===== src/hdl/rcct_pkg.sv =====
// Shared types, sizes and helper functions for the capability table.
// No dependencies; the top level and the free map import this package.
package rcct_pkg;

    localparam int TABLE_SLOTS = 256;
    localparam int SLOT_W      = $clog2(TABLE_SLOTS);
    // The free-slot search is split into a group level and a leaf level.
    localparam int GRP_W       = SLOT_W / 2;
    localparam int LEAF_W      = SLOT_W - GRP_W;
    localparam int GRP_N       = 1 << GRP_W;
    localparam int LEAF_N      = 1 << LEAF_W;

    localparam int CMD_W       = 3;
    localparam int INDEX_W     = 16;
    localparam int KIND_W      = 16;
    localparam int WORD_W      = 32;
    localparam int SLOT_NUM_W  = 8;

    typedef enum logic [CMD_W-1:0] {
        CMD_ALLOC  = 3'd0,
        CMD_LOOKUP = 3'd1,
        CMD_INC    = 3'd2,
        CMD_DEC    = 3'd3,
        CMD_REMOVE = 3'd4
    } t_cmd;

    // Everything but the reference count, written only on allocate.
    typedef struct packed {
        logic [KIND_W-1:0] kind;
        logic [WORD_W-1:0] resource;
        logic [WORD_W-1:0] rights;
        logic [WORD_W-1:0] owner;
        logic [WORD_W-1:0] epoch;
    } t_entry;

    localparam int ENTRY_W = $bits(t_entry);

    // Change of one slot's occupancy.
    typedef struct packed {
        logic              wr;
        logic [SLOT_W-1:0] slot;
        logic              used;
    } t_map_upd;

    // Lowest free slot, if any.
    typedef struct packed {
        logic              any;
        logic [SLOT_W-1:0] slot;
    } t_free_info;

    function automatic logic [GRP_W-1:0] first_grp(input logic [GRP_N-1:0] v);
        logic [GRP_W-1:0] r;
        r = '0;
        for (int i = GRP_N - 1; i >= 0; i--) begin
            if (v[i]) r = GRP_W'(i);
        end
        return r;
    endfunction

    function automatic logic [LEAF_W-1:0] first_leaf(input logic [LEAF_N-1:0] v);
        logic [LEAF_W-1:0] r;
        r = '0;
        for (int i = LEAF_N - 1; i >= 0; i--) begin
            if (v[i]) r = LEAF_W'(i);
        end
        return r;
    endfunction

endpackage


===== src/hdl/rcct_free_map.sv =====
// Occupancy bitmap of the table with a two-level lowest-free-slot search.
// Depends on rcct_pkg.
module rcct_free_map (
    input  logic                     i_clk,
    input  logic                     i_rst_n,
    input  rcct_pkg::t_map_upd       i_upd,
    input  logic [rcct_pkg::SLOT_W-1:0] i_query_slot,
    output logic                     o_query_used,
    output rcct_pkg::t_free_info     o_free
);
    import rcct_pkg::*;

    logic [TABLE_SLOTS-1:0] r_used;
    logic [GRP_N-1:0]       r_grp_free;
    logic [TABLE_SLOTS-1:0] free_vec;
    logic [GRP_N-1:0]       n_grp_free;
    logic [GRP_W-1:0]       grp;
    logic [LEAF_N-1:0]      leaf_bits;
    logic [LEAF_W-1:0]      leaf;

    // Slot 0 is never handed out, so it never counts as free.
    always_comb begin
        free_vec    = ~r_used;
        free_vec[0] = 1'b0;
        for (int g = 0; g < GRP_N; g++) begin
            n_grp_free[g] = |free_vec[g*LEAF_N +: LEAF_N];
        end
    end

    always_ff @(posedge i_clk) begin
        if (!i_rst_n) begin
            r_used     <= '0;
            r_grp_free <= '1;
        end else begin
            if (i_upd.wr) begin
                r_used[i_upd.slot] <= i_upd.used;
            end
            r_grp_free <= n_grp_free;
        end
    end

    // The group summary is registered from the bitmap, so it trails each update; the controller
    // never searches in the cycle right after an update.
    always_comb begin
        grp       = first_grp(r_grp_free);
        leaf_bits = free_vec[grp*LEAF_N +: LEAF_N];
        leaf      = first_leaf(leaf_bits);
    end

    assign o_free.any   = |r_grp_free;
    assign o_free.slot  = {grp, leaf};
    assign o_query_used = r_used[i_query_slot];

    a_no_slot0: assert property (@(posedge i_clk) disable iff (!i_rst_n)
        i_upd.wr && i_upd.used |-> i_upd.slot != '0)
        else $error("slot 0 marked used");

    a_free_is_free: assert property (@(posedge i_clk) disable iff (!i_rst_n)
        o_free.any && $past(i_rst_n) && !$past(i_upd.wr) |-> !r_used[o_free.slot])
        else $error("free search picked an occupied slot");
endmodule

===== config.mk =====
export PLATFORM = sky130hd
export DESIGN_NAME = rcct_free_map
export DESIGN_NICKNAME = d
export VERILOG_FILES = /design/src/hdl/rcct_pkg.sv /design/src/hdl/rcct_free_map.sv
export SDC_FILE = /design/constraint.sdc
export NUM_CORES = 1
export LEC_CHECK = 0
export BUFFER_PORTS_ARGS = -buffer_cell sky130_fd_sc_hd__buf_2
export CELL_PAD_IN_SITES_DETAIL_PLACEMENT = 1
export CELL_PAD_IN_SITES_GLOBAL_PLACEMENT = 2
export CORE_ASPECT_RATIO = 0.75
export CORE_MARGIN = 4
export CORE_UTILIZATION = 40
export CTS_BUF_LIST = sky130_fd_sc_hd__clkbuf_16
export CTS_CLUSTER_DIAMETER = 120
export DETAILED_ROUTE_END_ITERATION = 8
export PLACE_DENSITY_LB_ADDON = 0.05
export SLEW_MARGIN = 30
export SYNTH_ARGS = -nofsm -noshare
export SYNTH_HDL_FRONTEND = slang
export SYNTH_SLANG_ARGS = --single-unit

===== constraint.sdc =====
create_clock -name i_clk -period 3.7 [get_ports i_clk]
set_input_delay 0.185 -clock i_clk [delete_from_list [all_inputs] [get_ports i_clk]]
set_output_delay 0.185 -clock i_clk [all_outputs]
set_load 0.02 [all_outputs]

After elaboration in Yosys (flattened, before gate mapping):

Cells that the tools add are included.

* bits in registers: 272
* input bits: 20
* output and inout bits: 10
* logic and storage cells: 62

* $lt $le $gt $ge: 3
* shift-type cells: 1
* multiplexer cells: 37
* bitwise logic cells: 1
* reductions and logical operators: 18

Operator list (number)
* 256-bit bitwise mux: 1
* 256-bit NOT: 1
* 16-bit OR reduction: 16
* 256-bit by 9-bit variable part select with 16-bit output: 1
* 4-bit two-way mux: 32
* 8-bit by 9-bit less-than comparator with 1-bit output (second input constant): 2
* 15-bit OR reduction: 1
* 1-bit binary-select mux with 8-bit select: 1
* 1-bit demux with 8-bit select: 1
* 8-bit by 1-bit greater-or-equal comparator with 1-bit output (second input constant): 1
* 1-bit two-way mux: 2
* 1-bit logical AND: 1

Depth between registers and ports, before layout:

* word-level depth: 33
* depth in mapped cells: 14
* depth with buffers taken out: 11

Worst setup path after synthesis:

OpenSTA, ideal clock, no wires.

* path kind: input port to output port
* from: input port i_query_slot[0] (netlist bit)
* to: output port o_query_used
* data arrival time: 2.954 ns
* required time: 3.515 ns
* setup slack: 0.561 ns
* stages: 6
* path buffers: 2
* path through: buf_2 > buf_1 > mux4_2 > mux4_2 > mux4_2 > mux4_2

* longest elaborated chain between the ends: 2

RTL lines
* from (decl): RTL line rcct_free_map.sv:7 `input logic [rcct_pkg::SLOT_W-1:0] i_query_slot,`
* 1-bit binary-select mux with 8-bit select: RTL line rcct_free_map.sv:52 `assign o_query_used = r_used[i_query_slot];`
* 1-bit two-way mux (not written as such): RTL line rcct_free_map.sv:52
* to (decl): RTL line rcct_free_map.sv:8 `output logic o_query_used,`

No other way between the ends. The select of a mux whose other input is x is not followed.

==> run_summary.xml <==
<?xml version="1.0" encoding="UTF-8"?>
<metrics>
  <group name="outcome">
    <metric name="outcome" unit="">finished, violations left</metric>
    <metric name="violations" unit="">setup timing</metric>
  </group>
  <group name="global_route">
    <metric name="gr-usage-all-layers" unit="">0.3288</metric>
    <metric name="grt_pass1_wl" unit="um">109800</metric>
    <metric name="number_of_global_route_vias_before_repair" unit="">16349</metric>
    <metric name="overflow" unit="">0</metric>
    <metric name="grt_start_max_net_pins" unit="">96</metric>
    <metric name="antenna_violations_before_repair" unit="">1</metric>
  </group>
  <group name="route">
    <metric name="first_pass_iters" unit="">5</metric>
    <metric name="routedWlPerCell" unit="um">30.71</metric>
    <metric name="viasPerCell" unit="">6.918</metric>
    <metric name="ant_nets" unit="">0</metric>
    <metric name="vias" unit="">16658</metric>
    <metric name="first_iter_violations" unit="">1767</metric>
    <metric name="wirelength_routed" unit="um">73960</metric>
    <metric name="drc_errors" unit="">0</metric>
  </group>
  <group name="clocking">
    <metric name="cts.hold.buffers_added" unit="">0</metric>
    <metric name="cts_buffers" unit="">34</metric>
    <metric name="cts_htree_levels" unit="">2</metric>
    <metric name="clock_latency" unit="ns">0.53</metric>
    <metric name="tritoncts_num_sinks" unit="">272</metric>
    <metric name="clock_transition_at_the_register_clock_pins_on_the_worst_setup_and_hold_paths_after_cts" unit="ns">0.06</metric>
    <metric name="cts_tree" unit="">built</metric>
    <metric name="clockBufferDepth" unit="">3</metric>
    <metric name="clk_root_buffer_cell" unit="">clkbuf_16</metric>
  </group>
  <group name="logic_synthesis">
    <metric name="synth-warning-count" unit="">0</metric>
    <metric name="synthesis.instances" unit="">1886</metric>
    <metric name="synth_fp_nets" unit="">1906</metric>
    <metric name="avg_inst_size_synth" unit="um2">8.578</metric>
    <metric name="syn-cell-area" unit="um2">16180</metric>
    <metric name="synth-seq-area-share" unit="">0.3366</metric>
    <metric name="post_synthesis_sequential_element_count" unit="">272</metric>
    <metric name="number_of_enable_flip_flop_cells_after_synthesis" unit="">0</metric>
    <metric name="synth_cell_type_count" unit="">59</metric>
    <metric name="async_reset_ff_frac" unit="">0</metric>
    <metric name="yosys_most_used_dff" unit="">dfxtp_1</metric>
  </group>
  <group name="sta">
    <metric name="layout_setup_ws" unit="ns">-0.3826</metric>
    <metric name="final_hold_viol_count" unit="">0</metric>
    <metric name="max_freq" unit="MHz">244.9</metric>
    <metric name="final_period_demand_of_the_worst_path" unit="ns">4.083</metric>
    <metric name="final_min_period_over_clock_period" unit="">1.103</metric>
    <metric name="unrepaired_setup_endpoints_after_global_routing" unit="">true</metric>
    <metric name="setup_total_negative_slack" unit="ns">-1.410</metric>
    <metric name="final_setup_fails" unit="">4</metric>
    <metric name="timing.max_slew.rel_slack" unit="">0.1767</metric>
    <metric name="timing_worst_slew_pin_value" unit="ns">1.224</metric>
    <metric name="timing.clock.skew" unit="ns">0.01375</metric>
    <metric name="max_slew_violation_count" unit="">0</metric>
  </group>
  <group name="flow_run">
    <metric name="number_of_max_cap_violations" unit="">0</metric>
  </group>
  <group name="worst_setup_path">
    <metric name="critical_path.startpoint_type" unit="">flip-flop</metric>
    <metric name="timing.setup.critical_path_class" unit="">flip-flop to primary output</metric>
    <metric name="critical-path-max-stage-delay" unit="ns">0.54</metric>
    <metric name="crit_fanout" unit="">6</metric>
    <metric name="worst_ep_arrival_time" unit="ns">3.90</metric>
    <metric name="critPathRequiredTime" unit="ns">3.51</metric>
    <metric name="cp_common_cell" unit="">buf_6</metric>
    <metric name="worstSetupEndpointType" unit="">primary output</metric>
    <metric name="critical_path_cell_by_cell" unit="">or4_4 -&gt; nor3_4 -&gt; a22oi_2 -&gt; bufinv_8 -&gt; buf_6 -&gt; mux2i_2 -&gt; o221ai_1 -&gt; o31a_1 -&gt; nor4b_2 -&gt; buf_4 -&gt; or3b_4 -&gt; o211a_4 -&gt; buf_6</metric>
    <metric name="critical_path.slowest_cell" unit="">or4_4</metric>
  </group>
  <group name="floorplanning">
    <metric name="row_count" unit="">63</metric>
    <metric name="io-pin-count" unit="">30</metric>
    <metric name="dieWidth" unit="um">240.2</metric>
    <metric name="chipHeight" unit="um">182.2</metric>
    <metric name="design.core.area" unit="um2">39730</metric>
    <metric name="initial_core_util" unit="">0.4072</metric>
    <metric name="die_area" unit="um2">43760</metric>
  </group>
  <group name="power">
    <metric name="pwr_density" unit="nW/um2">347.6</metric>
    <metric name="p_leak" unit="nW">5.439</metric>
    <metric name="worst_ir_drop_vdd" unit="mV">0.2803</metric>
  </group>
  <group name="layout">
    <metric name="area_delta_synth_final" unit="%">14.45</metric>
    <metric name="fin_cells" unit="">2408</metric>
    <metric name="design.final.nets" unit="">1892</metric>
    <metric name="ant_diodes" unit="">0</metric>
    <metric name="finish.instance_area" unit="um2">18520</metric>
    <metric name="post_route_cells_drive_above_1_share" unit="">0.1811</metric>
    <metric name="mostFrequentLayoutCells" unit="">nand3_1, dfxtp_1, o21ai_0</metric>
    <metric name="layout_commonest_cell" unit="">nand3_1</metric>
  </group>
  <group name="placed_design">
    <metric name="dp_hpwl" unit="um">52010</metric>
    <metric name="place.gp.congestion" unit="">0.9391</metric>
    <metric name="buffer_ports.inserted" unit="">29</metric>
    <metric name="post_place_cells" unit="">2340</metric>
    <metric name="detailed_place.area" unit="um2">17130</metric>
  </group>
  <group name="hold_path">
    <metric name="worstHoldPathType" unit="">input pin to flip-flop</metric>
  </group>
</metrics>
-- cell usage after synthesis, types with 3 or more instances --
| cell | count | area, um2 |
|---|---|---|
| a211oi_1 | 4 | 30.03 |
| a21boi_0 | 256 | 1922 |
| a21oi_1 | 9 | 45.04 |
| a311oi_1 | 17 | 148.9 |
| a32oi_1 | 3 | 26.28 |
| and3_1 | 22 | 137.6 |
| buf_1 | 11 | 41.29 |
| buf_2 | 9 | 45.04 |
| buf_4 | 5 | 37.54 |
| clkbuf_1 | 152 | 570.6 |
| dfxtp_1 | 272 | 5445 |
| inv_1 | 4 | 15.01 |
| mux2_2 | 4 | 45.04 |
| mux2i_1 | 56 | 560.5 |
| mux4_2 | 96 | 2162 |
| nand2_1 | 158 | 593.1 |
| nand2b_1 | 9 | 56.30 |
| nand3_1 | 281 | 1406 |
| nand4_1 | 68 | 425.4 |
| nor2_1 | 58 | 217.7 |
| nor2b_1 | 11 | 68.82 |
| nor3_1 | 17 | 85.08 |
| nor4_1 | 20 | 125.1 |
| o211ai_1 | 3 | 22.52 |
| o21ai_0 | 267 | 1336 |
| o221ai_1 | 6 | 52.55 |
| o31a_1 | 6 | 52.55 |
| o31ai_1 | 8 | 60.06 |
| or2_2 | 4 | 25.02 |
| or4_1 | 10 | 75.07 |
-- timing repair --
action / 4_1_cts / 5_1_grt
buffers inserted: 14 / 2
gates resized for setup: 47 / 20
pin swaps: 19 / 13
endpoints found under the setup margin: 4 / 4
endpoints found under the hold margin: 0 / 0
cloned: 1 / 1
-- registers in the layout (all words and copies together), names as in the netlist --
signal	cells
r_grp_free	16
r_used	256
-- cells by family after synthesis --
group                  after synthesis  share of synthesized area
AOI/OAI and AO/OA                  599                     0.2395
buffers and inverters              185                    0.04571
DFF                                272                     0.3366
muxes                              156                     0.1711
and+or+nand+nor                    674                     0.2071
-- where the power goes --
group	internal [W]	total (W)	switching (W)
clock	0.00170	0.00307	0.00137
combinational	0.000123	0.000430	0.000307
sequential	0.00293	0.00294	0.00000464
total	0.00475	0.00644	0.00168
-- through the flow --
| stage | total power, W | setup slack, ns | util | hold slack (ns) |
|---|---|---|---|---|
| after floorplan | 0.003251 | 0.5605 | - | 0.3891 |
| after global placement | 0.003416 | 0.02043 | 0.4304 | 0.4452 |
| after detailed placement | 0.003423 | -0.01032 | 0.4311 | 0.4396 |
| after CTS | 0.006457 | -0.3748 | 0.4633 | 0.1856 |
| after global routing | 0.006607 | -0.4803 | 0.4661 | 0.2040 |
| final | 0.006436 | -0.3826 | 0.4661 | 0.1782 |
-- cell type report --
| class | count | area [um2] |
|---|---|---|
| fillers | 4593 | 21210 |
| multi-input cells | 1429 | 10330 |
| flip-flops and latches | 272 | 5451 |
| repair buffers | 128 | 1085 |
| clock buffers | 35 | 875.8 |
| well taps | 520 | 650.6 |
| clock inverters | 17 | 82.58 |
| inverters | 6 | 36.28 |
| repair inverters | 1 | 6.256 |
-- metal layers --
layer / share of wire / track usage
met5: 0.00018 / 0
met3: 0.087 / 0.07524
met4: 0.023 / 0.07868
met2: 0.43 / 0.4868
met1: 0.46 / 0.4869
-- critical path: cells and delay by family, from the launching register on --
kind	cells	cell delay, ns
and+or+nand+nor	4	1.43
buffers and inverters	4	0.73
AOI/OAI and AO/OA	4	0.65
DFF	1	0.33
muxes	1	0.21
-- worst paths after layout --
kind | from | end | slack (ns) | cells past startpoint
max | r_grp_free[9]$_SDFF_PN1_ | o_free[3] | -0.38 | 13
min | i_rst_n | r_used[229]$_SDFFE_PN0P_ | 0.18 | 2
max reg2reg | r_used[255]$_SDFFE_PN0P_ | r_grp_free[15]$_SDFF_PN1_ | 1.58 | 3
min reg2reg | r_used[141]$_SDFFE_PN0P_ | r_grp_free[8]$_SDFF_PN1_ | 0.47 | 1
(Power assumes the default switching activity.)
